`src/hw/rtl/bspl_pkg.sv`:
```
`timescale 1ns / 1ps
// ----------------------------------------------------------------------------
// bspl_pkg: shared types and constants for the cubic B-spline evaluator
// Table geometry, register indexes, request codes, queue entry layout and
// the back-end sequencer states.
// ----------------------------------------------------------------------------
package bspl_pkg;

	// control point table
	localparam int MAX_POINTS = 256;
	localparam int PIDX_W     = $clog2(MAX_POINTS);
	localparam int CNT_W      = 9;

	// configuration register indexes
	localparam logic [1:0] CFG_INTERVAL = 2'd0;
	localparam logic [1:0] CFG_START    = 2'd1;
	localparam logic [1:0] CFG_COUNT    = 2'd2;

	// request codes
	localparam logic REQ_LOAD  = 1'b0;
	localparam logic REQ_QUERY = 1'b1;

	// front/back queue
	localparam int QDEPTH = 2;
	localparam int QPTR_W = $clog2(QDEPTH);
	localparam int QCNT_W = $clog2(QDEPTH + 1);

	// divider geometry
	localparam int DVD_W     = 48;
	localparam int DVS_W     = 64;
	localparam int DIV_STEPS = DVD_W;
	localparam int DCNT_W    = $clog2(DIV_STEPS);

	// floor(y/3) == (y * RECIP3) >> 33 for any 32-bit y
	localparam logic signed [33:0] RECIP3 = 34'sh0AAAAAAAB;

	// one queued transaction, already classified by the front end
	typedef struct packed {
		logic              is_query;
		logic              bad;
		logic [31:0]       stamp;
		logic [PIDX_W-1:0] index;
		logic [31:0]       x;
		logic [31:0]       y;
		logic [31:0]       z;
	} item_t;

	typedef enum logic [3:0] {
		S_IDLE,
		S_DGO,
		S_DWAIT,
		S_CHK,
		S_RD,
		S_WT,
		S_MUL,
		S_MACC,
		S_FIN,
		S_FGO,
		S_FWAIT,
		S_EMIT
	} back_state_t;

	// flat index of (axis, kind) or (kind, term) pairs: a*3 + k
	function automatic logic [3:0] idx9(input logic [1:0] a, input logic [1:0] k);
		idx9 = 4'({a, 1'b0}) + 4'(a) + 4'(k);
	endfunction

	// round-half-up magnitude to signed 32 bits with saturation
	function automatic logic signed [31:0] sat32(input logic neg, input logic [47:0] q);
		logic signed [31:0] r;
		if (!neg) begin
			r = (q > 48'h7FFFFFFF) ? 32'sh7FFFFFFF : signed'(q[31:0]);
		end else begin
			r = (q >= 48'h80000000) ? 32'sh80000000 : signed'(32'(-q[31:0]));
		end
		sat32 = r;
	endfunction

endpackage

```
`src/hw/rtl/bspl_front.sv`:
```
`timescale 1ns / 1ps
// ----------------------------------------------------------------------------
// bspl_front: request intake and classification
// Takes transactions, marks queries that fall before the start time or use a
// zero interval, and holds them in a short queue for the back end.
// ----------------------------------------------------------------------------
module bspl_front (
	input  logic                        clk,
	input  logic                        arst_n,
	input  logic                        start,
	output logic                        busy,
	input  logic                        req_type,
	input  logic [bspl_pkg::PIDX_W-1:0] point_index,
	input  logic signed [31:0]          point_x,
	input  logic signed [31:0]          point_y,
	input  logic signed [31:0]          point_z,
	input  logic [31:0]                 query_time,
	input  logic [31:0]                 start_time,
	input  logic [31:0]                 knot_interval,
	input  logic                        q_pop,
	output logic                        q_vld,
	output bspl_pkg::item_t             q_item
);
	import bspl_pkg::*;

	item_t             fifo_q [QDEPTH];
	logic [QPTR_W-1:0] wp_q;
	logic [QPTR_W-1:0] rp_q;
	logic [QCNT_W-1:0] cnt_q;
	logic              push;
	item_t             in_item;

	// classify the incoming transaction
	always_comb begin
		in_item.is_query = (req_type == REQ_QUERY);
		in_item.bad      = (query_time < start_time) || (knot_interval == '0);
		in_item.stamp    = query_time - start_time;
		in_item.index    = point_index;
		in_item.x        = point_x;
		in_item.y        = point_y;
		in_item.z        = point_z;
	end

	assign busy   = (cnt_q == QCNT_W'(QDEPTH));
	assign push   = start && !busy;
	assign q_vld  = (cnt_q != '0);
	assign q_item = fifo_q[rp_q];

	// queue pointers
	always_ff @(posedge clk or negedge arst_n) begin
		if (!arst_n) begin
			wp_q  <= '0;
			rp_q  <= '0;
			cnt_q <= '0;
		end else begin
			if (push) begin
				wp_q <= wp_q + 1'b1;
			end
			if (q_pop) begin
				rp_q <= rp_q + 1'b1;
			end
			cnt_q <= cnt_q + QCNT_W'(push) - QCNT_W'(q_pop);
		end
	end

	// queue storage
	always_ff @(posedge clk) begin
		if (push) begin
			fifo_q[wp_q] <= in_item;
		end
	end

endmodule

```
`config.mk`:
```
export PLATFORM = sky130hd
export DESIGN_NAME = bspl_front
export DESIGN_NICKNAME = d
export VERILOG_FILES = /design/src/hw/rtl/bspl_pkg.sv /design/src/hw/rtl/bspl_front.sv
export SDC_FILE = /design/constraint.sdc
export NUM_CORES = 1
export LEC_CHECK = 0
export ABC_AREA = 1
export BUFFER_PORTS_ARGS = -buffer_cell sky130_fd_sc_hd__buf_2
export CELL_PAD_IN_SITES_DETAIL_PLACEMENT = 0
export CELL_PAD_IN_SITES_GLOBAL_PLACEMENT = 1
export CORE_MARGIN = 10
export CORE_UTILIZATION = 38
export DETAILED_ROUTE_END_ITERATION = 6
export GPL_ROUTABILITY_DRIVEN = 0
export PLACE_DENSITY_LB_ADDON = 0.1
export SYNTH_ARGS = -nofsm -noshare
export SYNTH_HDL_FRONTEND = slang
export SYNTH_SLANG_ARGS = --single-unit
```
`constraint.sdc`:
```
create_clock -name clk -period 7.4 [get_ports clk]
set_input_delay 1.48 -clock clk [delete_from_list [all_inputs] [get_ports clk]]
set_output_delay 1.48 -clock clk [all_outputs]
set_load 0.1 [all_outputs]
```
# Word level (Yosys, flattened, before mapping)
# Memories as Yosys holds them, arrays and structs flattened.
# Cells that the tools add are included.
# totals
in_bits,205
mem_bits_rw,276
elab_cells,18
memories,1
ff_bits,4
# memory_table
memory,depth,width,read_ports,rd_clocked_by_memory_dff,write_ports,line_no,text
fifo_q,2,138,1,0,1,bspl_front.sv:26,item_t fifo_q [QDEPTH];
# op_classes
addsub,5
muxes,2
reduce_logical,5
magnitude_cmp,1
n_eq_ne,1
# ops
cell,count
$logic_not 32->1,1
$lt 32x32->1,1
$sub 32x32->32,1
$add 1x1->1 const B,2
$add 2x1->2,1
$eq 2x2->1 const B,1
$mux 1,2
$reduce_bool 2->1,1
$sub 2x1->2,1
$logic_and 1x1->1,1
$logic_not 1->1,1
$logic_or 1x1->1,1

# Depth between registers and ports, before layout
# Gate-level depths: netlist of run 1.
# logic_depth
depth_word,5
depth_mapped,13

# Worst setup path before layout of run 1
# OpenSTA, ideal clock, no wires.
# synth_path
path_kind,input to register
from,input start
to,"memory fifo_q[0][0] (netlist bit), enable pin"
setup_time_ns,0.638
setup_slack_ns,-0.655
arrival_time_ns,7.417
stages,2
path_cell_list,o21ai_0 > nor2_1
# synth_via
elab_chain_len,3
# synth_rtl
item,line_no,text
start: declaration,bspl_front.sv:10,"input logic start,"
$logic_and 1x1->1,bspl_front.sv:45,assign push = start && !busy;
$mux 1,bspl_front.sv:68,if (push) begin
$mux 1 (implied by the code),bspl_front.sv:69,fifo_q[wp_q] <= in_item;
end: declaration,bspl_front.sv:26,
# Every way passes these cells.

==> results of run 1 <==
-- synth_stat cells, types with 6 or more instances --
library cell  number
inv_1            151
nand3_1           23
nor2_2             6
a21oi_1           19
ha_1              34
buf_2             14
edfxtp_1         276
xor2_1            16
nand2_2           19
nor4_1             8
nand2_1          225
nor2_1            42
mux2_2           138
-- through the flow --
stage | worst slack, ps | hold slack (ps)
after floorplan | -655 | 509
after global placement | 3480 | 540
after detailed placement | 3410 | 551
after CTS | 3000 | 565
after global routing | 2920 | 604
final | 3060 | 559
-- how the worst max path moves through the flow --
stage               slack, ps             start                       end
floorplan                -660             start    fifo_q[0][0]$_DFFE_PP_
global placement         3480             start   fifo_q[1][24]$_DFFE_PP_
detailed placement       3410             start  fifo_q[0][102]$_DFFE_PP_
CTS                      3000  rp_q$_DFFE_PN0P_                q_item[77]
global route             2920  rp_q$_DFFE_PN0P_                q_item[20]
finish                   3060  rp_q$_DFFE_PN0P_                q_item[20]
-- layout make-up --
type,instances,area share [%]
Sequential cell,280,52.4
Multi-Input combinational cell,557,23.8
Timing Repair Buffer,350,11.0
Clock buffer,30,4.29
Inverter,156,3.66
Tap cell,448,3.50
Clock inverter,20,1.30
Antenna cell,3,0.0469
-- logic make-up (layout without fill, tap and decap cells) --
group | after synthesis | after routing | share of synthesized area [%]
xor+xnor | 19 | 19 | 1.35
flops | 280 | 280 | 65.3
other cells | 0 | 3 | 0
buf+inv | 172 | 556 | 5.25
simple gates | 339 | 339 | 11.4
compound gates | 26 | 26 | 1.22
fa+ha+maj | 35 | 35 | 3.47
mux | 138 | 138 | 12.1
-- flip-flops by register name, indices dropped and copies added (netlist names) --
register,count
rp_q,1
cnt_q,2
fifo_q,276
wp_q,1
-- layer usage --
layer	GRT usage [%]	routed length [um]	up-vias
met5	0	0	-
met4	3.30	480	0
met3	3.03	2050	27
met2	26.8	16800	216
met1	18.4	13600	3973
li1	-	-	4160
-- layout by cell type (no fill, tap or decap), drive strengths merged, types with 21 or more instances in the layout --
cell type / instances
buf: 350
edfxtp: 276
nand2: 245
inv: 158
mux2: 138
nor2: 49
ha: 34
clkbuf: 30
nand3: 28
a21oi: 21
==> impl_metrics.env, run 1 <==
export IMPL_final_cells=1844
export IMPL_dieArea_um2=41600
export IMPL_cts_buffer_depth=3
export IMPL_cts_buffers=27
export IMPL_min_period_ps=4340
export IMPL_placed_cell_area_um2=15100
export IMPL_wl_per_cell_um=17.9
export IMPL_cp_top_family="buffers and inverters"
export IMPL_start_util_pct=38.4
export IMPL_setup_violations=0
export IMPL_cp_max_fo=60
export IMPL_setup_tns_ps=0
export IMPL_ctsHtreeMaxLevel=1
export IMPL_row_count=67
export IMPL_nFillCells=3094
export IMPL_die_h_um=204
export IMPL_fin_nets=1612
export IMPL_root_buffer="clkbuf_16"
export IMPL_cts_setup_buffers=0
export IMPL_synth_flop_cell="edfxtp_1"
export IMPL_synth_top_area_share_pct=64.5
export IMPL_startpoint_type="flop"
export IMPL_slew_viol_final=0
export IMPL_rr_startpoint="cnt_q[1]$_DFF_PN0_"
export IMPL_yosysUniqueCellTypes=32
export IMPL_synth_top_area_cell="edfxtp_1"
export IMPL_slew_headroom_pct=35.1
export IMPL_holdBufCountCts=0
export IMPL_coreArea_um2=33400
export IMPL_stdcell_area_um2=16000
export IMPL_dieWidth_um=204
export IMPL_cts_resized=0
export IMPL_clkLatencyLatePin_ps=520
export IMPL_worstSetupPathType="reg2out"
export IMPL_syn2layout_area_growth_pct=24.6
export IMPL_finalHoldViolations=0
export IMPL_status="finished clean"
export IMPL_hold_path_depth=1
export IMPL_via_per_inst=4.54
export IMPL_fin_crit_sh_pct=58.6
export IMPL_reg2reg_depth=4
export IMPL_ys_warn_count=0
export IMPL_fmax_mhz=231
export IMPL_finClkSkew_ps=9.65
export IMPL_route_detailed_drc=0
export IMPL_drv_cap=0
export IMPL_grt_max_degree=61
export IMPL_io_buffer_count=344
export IMPL_ys_seq_area_share_pct=65.3
export IMPL_min_to="cnt_q[0]$_DFF_PN0_"
export IMPL_cts_tree="built"
export IMPL_netlist_area_um2=12900
export IMPL_required_ps=5920
export IMPL_r2r_end="fifo_q[1][111]$_DFFE_PP_"
export IMPL_path_clk_slew_ps=60
export IMPL_drive_gt1_share_pct=41.4
export IMPL_seq_area_um2=8390
export IMPL_synth_edff_count=276
export IMPL_drt_pass1_iterations=5
export IMPL_max_stage_delay_ps=790
export IMPL_grt_ovfl_total=0
export IMPL_ys_async_sr_fraction_pct=1.43
export IMPL_syn_avg_cell_area_um2=12.7
export IMPL_placed_cells=1791
export IMPL_pin_count=345
export IMPL_final_util_pct=47.9
export IMPL_worstMarginPinSlew_ps=972
export IMPL_cp_end_kind="output pin"
export IMPL_min_delay_start="cnt_q[0]$_DFF_PN0_"
export IMPL_cts_sinks=280
export IMPL_yosys_top_cells_area="edfxtp_1 (64%), mux2_2 (12%), nand2_1 (6.6%), inv_1 (4.4%), ha_1 (3.3%)"
export IMPL_dr_total_vias=8376
export IMPL_synth_nets=1249
export IMPL_wirelength_um=32900
export IMPL_grt_use_total_pct=15.1
export IMPL_rsz0062_at_grt="false"
export IMPL_multi_input_area_um2=3800
export IMPL_crit_arrival_ps=2860
export IMPL_grt_pass1_vias=8550
export IMPL_drt_iter0_drc=319
export IMPL_crit_path_cell_trace="buf_4 > mux2_2 > buf_2"
export IMPL_path_depth=3
export IMPL_hp_class="reg2reg"
export IMPL_dp_hpwl_um=25500
export IMPL_regToRegSetupSlack_ps=4620
export IMPL_grt_pass1_wl_um=48900
export IMPL_crit_slowest_cell="dfrtp_4"
export IMPL_path_buf_inv=2
export IMPL_ys_seq_elements=280
export IMPL_ant_nets=0
export IMPL_antenna_found_initial=2
export IMPL_netlist_instances=1009
Power of run 1 is not shown: default switching activity piles up to over one toggle a cycle in this logic, so the estimate is an artifact.
==> run 2: changes to the inputs <==
--- a/config.mk
+++ b/config.mk
@@ -10,7 +10,7 @@
 export CELL_PAD_IN_SITES_DETAIL_PLACEMENT = 0
 export CELL_PAD_IN_SITES_GLOBAL_PLACEMENT = 1
 export CORE_MARGIN = 10
-export CORE_UTILIZATION = 38
+export CORE_UTILIZATION = 42
 export DETAILED_ROUTE_END_ITERATION = 6
 export GPL_ROUTABILITY_DRIVEN = 0
 export PLACE_DENSITY_LB_ADDON = 0.1
==> constraint.sdc (replaced) <==
create_clock -name clk -period 4.2 [get_ports clk]
set_input_delay 0.84 -clock clk [delete_from_list [all_inputs] [get_ports clk]]
set_output_delay 0.84 -clock clk [all_outputs]
set_load 0.1 [all_outputs]
==> run 2 against run 1 <==
Worst setup slack got worse by 2200 ps. Sequential share of layout area decreased by 0.24 points. Final area increased by 0.45%. Highest routed layer unchanged. Critical path depth unchanged. Non-clock buffer count increased by 3. Global-route usage increased by 1.5 points. Hold slack got worse by 470 ps. Clock-buffer cell count increased by 5.
==> impl_metrics.env, run 2 (synthesis results as in run 1) <==
export IMPL_dr_total_vias=8379
export IMPL_start_util_pct=42.9
export IMPL_fmax_mhz=304
export IMPL_grt_max_degree=65
export IMPL_ant_nets=0
export IMPL_wirelength_um=33000
export IMPL_crit_slowest_cell="dfrtp_4"
export IMPL_path_clk_slew_ps=60
export IMPL_setup_violations=0
export IMPL_rr_startpoint="cnt_q[1]$_DFF_PN0_"
export IMPL_cts_setup_buffers=0
export IMPL_rsz0062_at_grt="false"
export IMPL_dieArea_um2=38000
export IMPL_use_met1_pct=20.4
export IMPL_startpoint_type="flop"
export IMPL_io_buffer_count=344
export IMPL_drive_gt1_share_pct=41.4
export IMPL_clkLatencyLatePin_ps=540
export IMPL_placed_cells=1736
export IMPL_antenna_found_initial=5
export IMPL_via_per_inst=4.66
export IMPL_slew_headroom_pct=38.5
export IMPL_die_h_um=195
export IMPL_grt_ovfl_total=0
export IMPL_root_buffer="clkbuf_16"
export IMPL_cp_max_fo=45
export IMPL_fin_crit_sh_pct=78.4
export IMPL_layout_commonest_cell="buf_2"
export IMPL_cp_end_kind="output pin"
export IMPL_status="finished clean"
export IMPL_route_detailed_drc=0
export IMPL_reg2reg_depth=4
export IMPL_dieWidth_um=195
export IMPL_layout_common_cells="buf_2 (344), edfxtp_1 (276), nand2_1 (225)"
export IMPL_top_regs="fifo_q (276), cnt_q (2)"
export IMPL_crit_arrival_ps=2450
export IMPL_slew_viol_final=0
export IMPL_cts_buffer_depth=3
export IMPL_worstSetupPathType="reg2out"
export IMPL_met2_usage_pct=28.6
export IMPL_drt_iter0_drc=306
export IMPL_hp_class="in2async"
export IMPL_regMostFlops="fifo_q"
export IMPL_max_stage_delay_ps=840
export IMPL_final_cells=1798
export IMPL_holdBufCountCts=0
export IMPL_cts_buffers=29
export IMPL_dp_hpwl_um=25700
export IMPL_drt_pass1_iterations=6
export IMPL_worstMarginPinSlew_ps=912
export IMPL_busiest_layer="met2"
export IMPL_crit_path_cell_trace="buf_4 > mux2_2 > buf_2"
export IMPL_regToRegSetupSlack_ps=1980
export IMPL_cts_resized=0
export IMPL_finalHoldViolations=0
export IMPL_required_ps=3360
export IMPL_min_period_ps=3290
export IMPL_row_count=63
export IMPL_drv_cap=0
export IMPL_grt_pass1_vias=8630
export IMPL_cts_tree="built"
export IMPL_grt_pass1_wl_um=49800
export IMPL_grt_use_total_pct=16.5
export IMPL_r2r_end="fifo_q[1][2]$_DFFE_PP_"
export IMPL_pin_count=345
export IMPL_wl_per_cell_um=18.4
export IMPL_largest_reg_flops=276
export IMPL_finClkSkew_ps=10.4
export IMPL_grtUsageMet3_pct=3.77
export IMPL_fin_nets=1617
export IMPL_cts_sinks=280
export IMPL_coreArea_um2=30000
export IMPL_ctsHtreeMaxLevel=1
export IMPL_syn2layout_area_growth_pct=25.2
## run 2: changes by cell type in the layout (fill, tap and decap cells not counted), sizes merged
cell      previous run  this run
bufinv               4         3
clkinvlp             3         1
clkinv              11        13
diode                3         8
clkbuf              30        35
buf                350       353
## run 2: worst max-delay path by stage
stage / slack [ps] / depth (start not counted) / to / start
final: 910 / 3 / q_item[107] / rp_q$_DFFE_PN0P_
after global placement: 1430 / 3 / q_item[120] / rp_q$_DFFE_PN0P_
after CTS: 870 / 3 / q_item[107] / rp_q$_DFFE_PN0P_
after global routing: 800 / 3 / q_item[112] / rp_q$_DFFE_PN0P_
after detailed placement: 1440 / 3 / q_item[120] / rp_q$_DFFE_PN0P_
after floorplan: -920 / 2 / fifo_q[0][0]$_DFFE_PP_ / start
## run 2: routing by layer
metal / wire length [um] / vias to the layer above / part of all wire (%)
met4: 533 / 0 / 1.6
met3: 2220 / 35 / 6.7
met5: 0 / - / 0
met1: 13700 / 3913 / 41
met2: 16600 / 248 / 50
li1: - / 4183 / -
## run 2: cell type report
| class | instances | area [um^2] |
|---|---|---|
| Fill cell | 2663 | 13900 |
| Sequential cell | 280 | 8390 |
| Multi-Input combinational cell | 557 | 3800 |
| Timing Repair Buffer | 353 | 1860 |
| Clock buffer | 35 | 748 |
| Inverter | 156 | 586 |
| Tap cell | 390 | 488 |
| Clock inverter | 19 | 183 |
| Antenna cell | 8 | 20.0 |
## run 2: stage by stage
step	setup TNS, ps	hold slack, ps	setup slack [ps]	utilization [%]	cell area, um^2
6_report	0	92.8	909	53.7	16100
5_1_grt	0	80.1	798	53.7	16100
3_3_place_gp	0	537	1430	50.5	15100
4_1_cts	0	79.2	866	53.6	16100
3_5_place_dp	0	560	1440	50.5	15100
2_1_floorplan	-253160	509	-917	-	12900
## run 2: worst max-delay path: cells and delay by family (launching register included)
family                 cells  cell delay, ps
buffers and inverters      2             660
muxes                      1             370
DFF                        1             840
Power of run 2 is left out for the same reason.
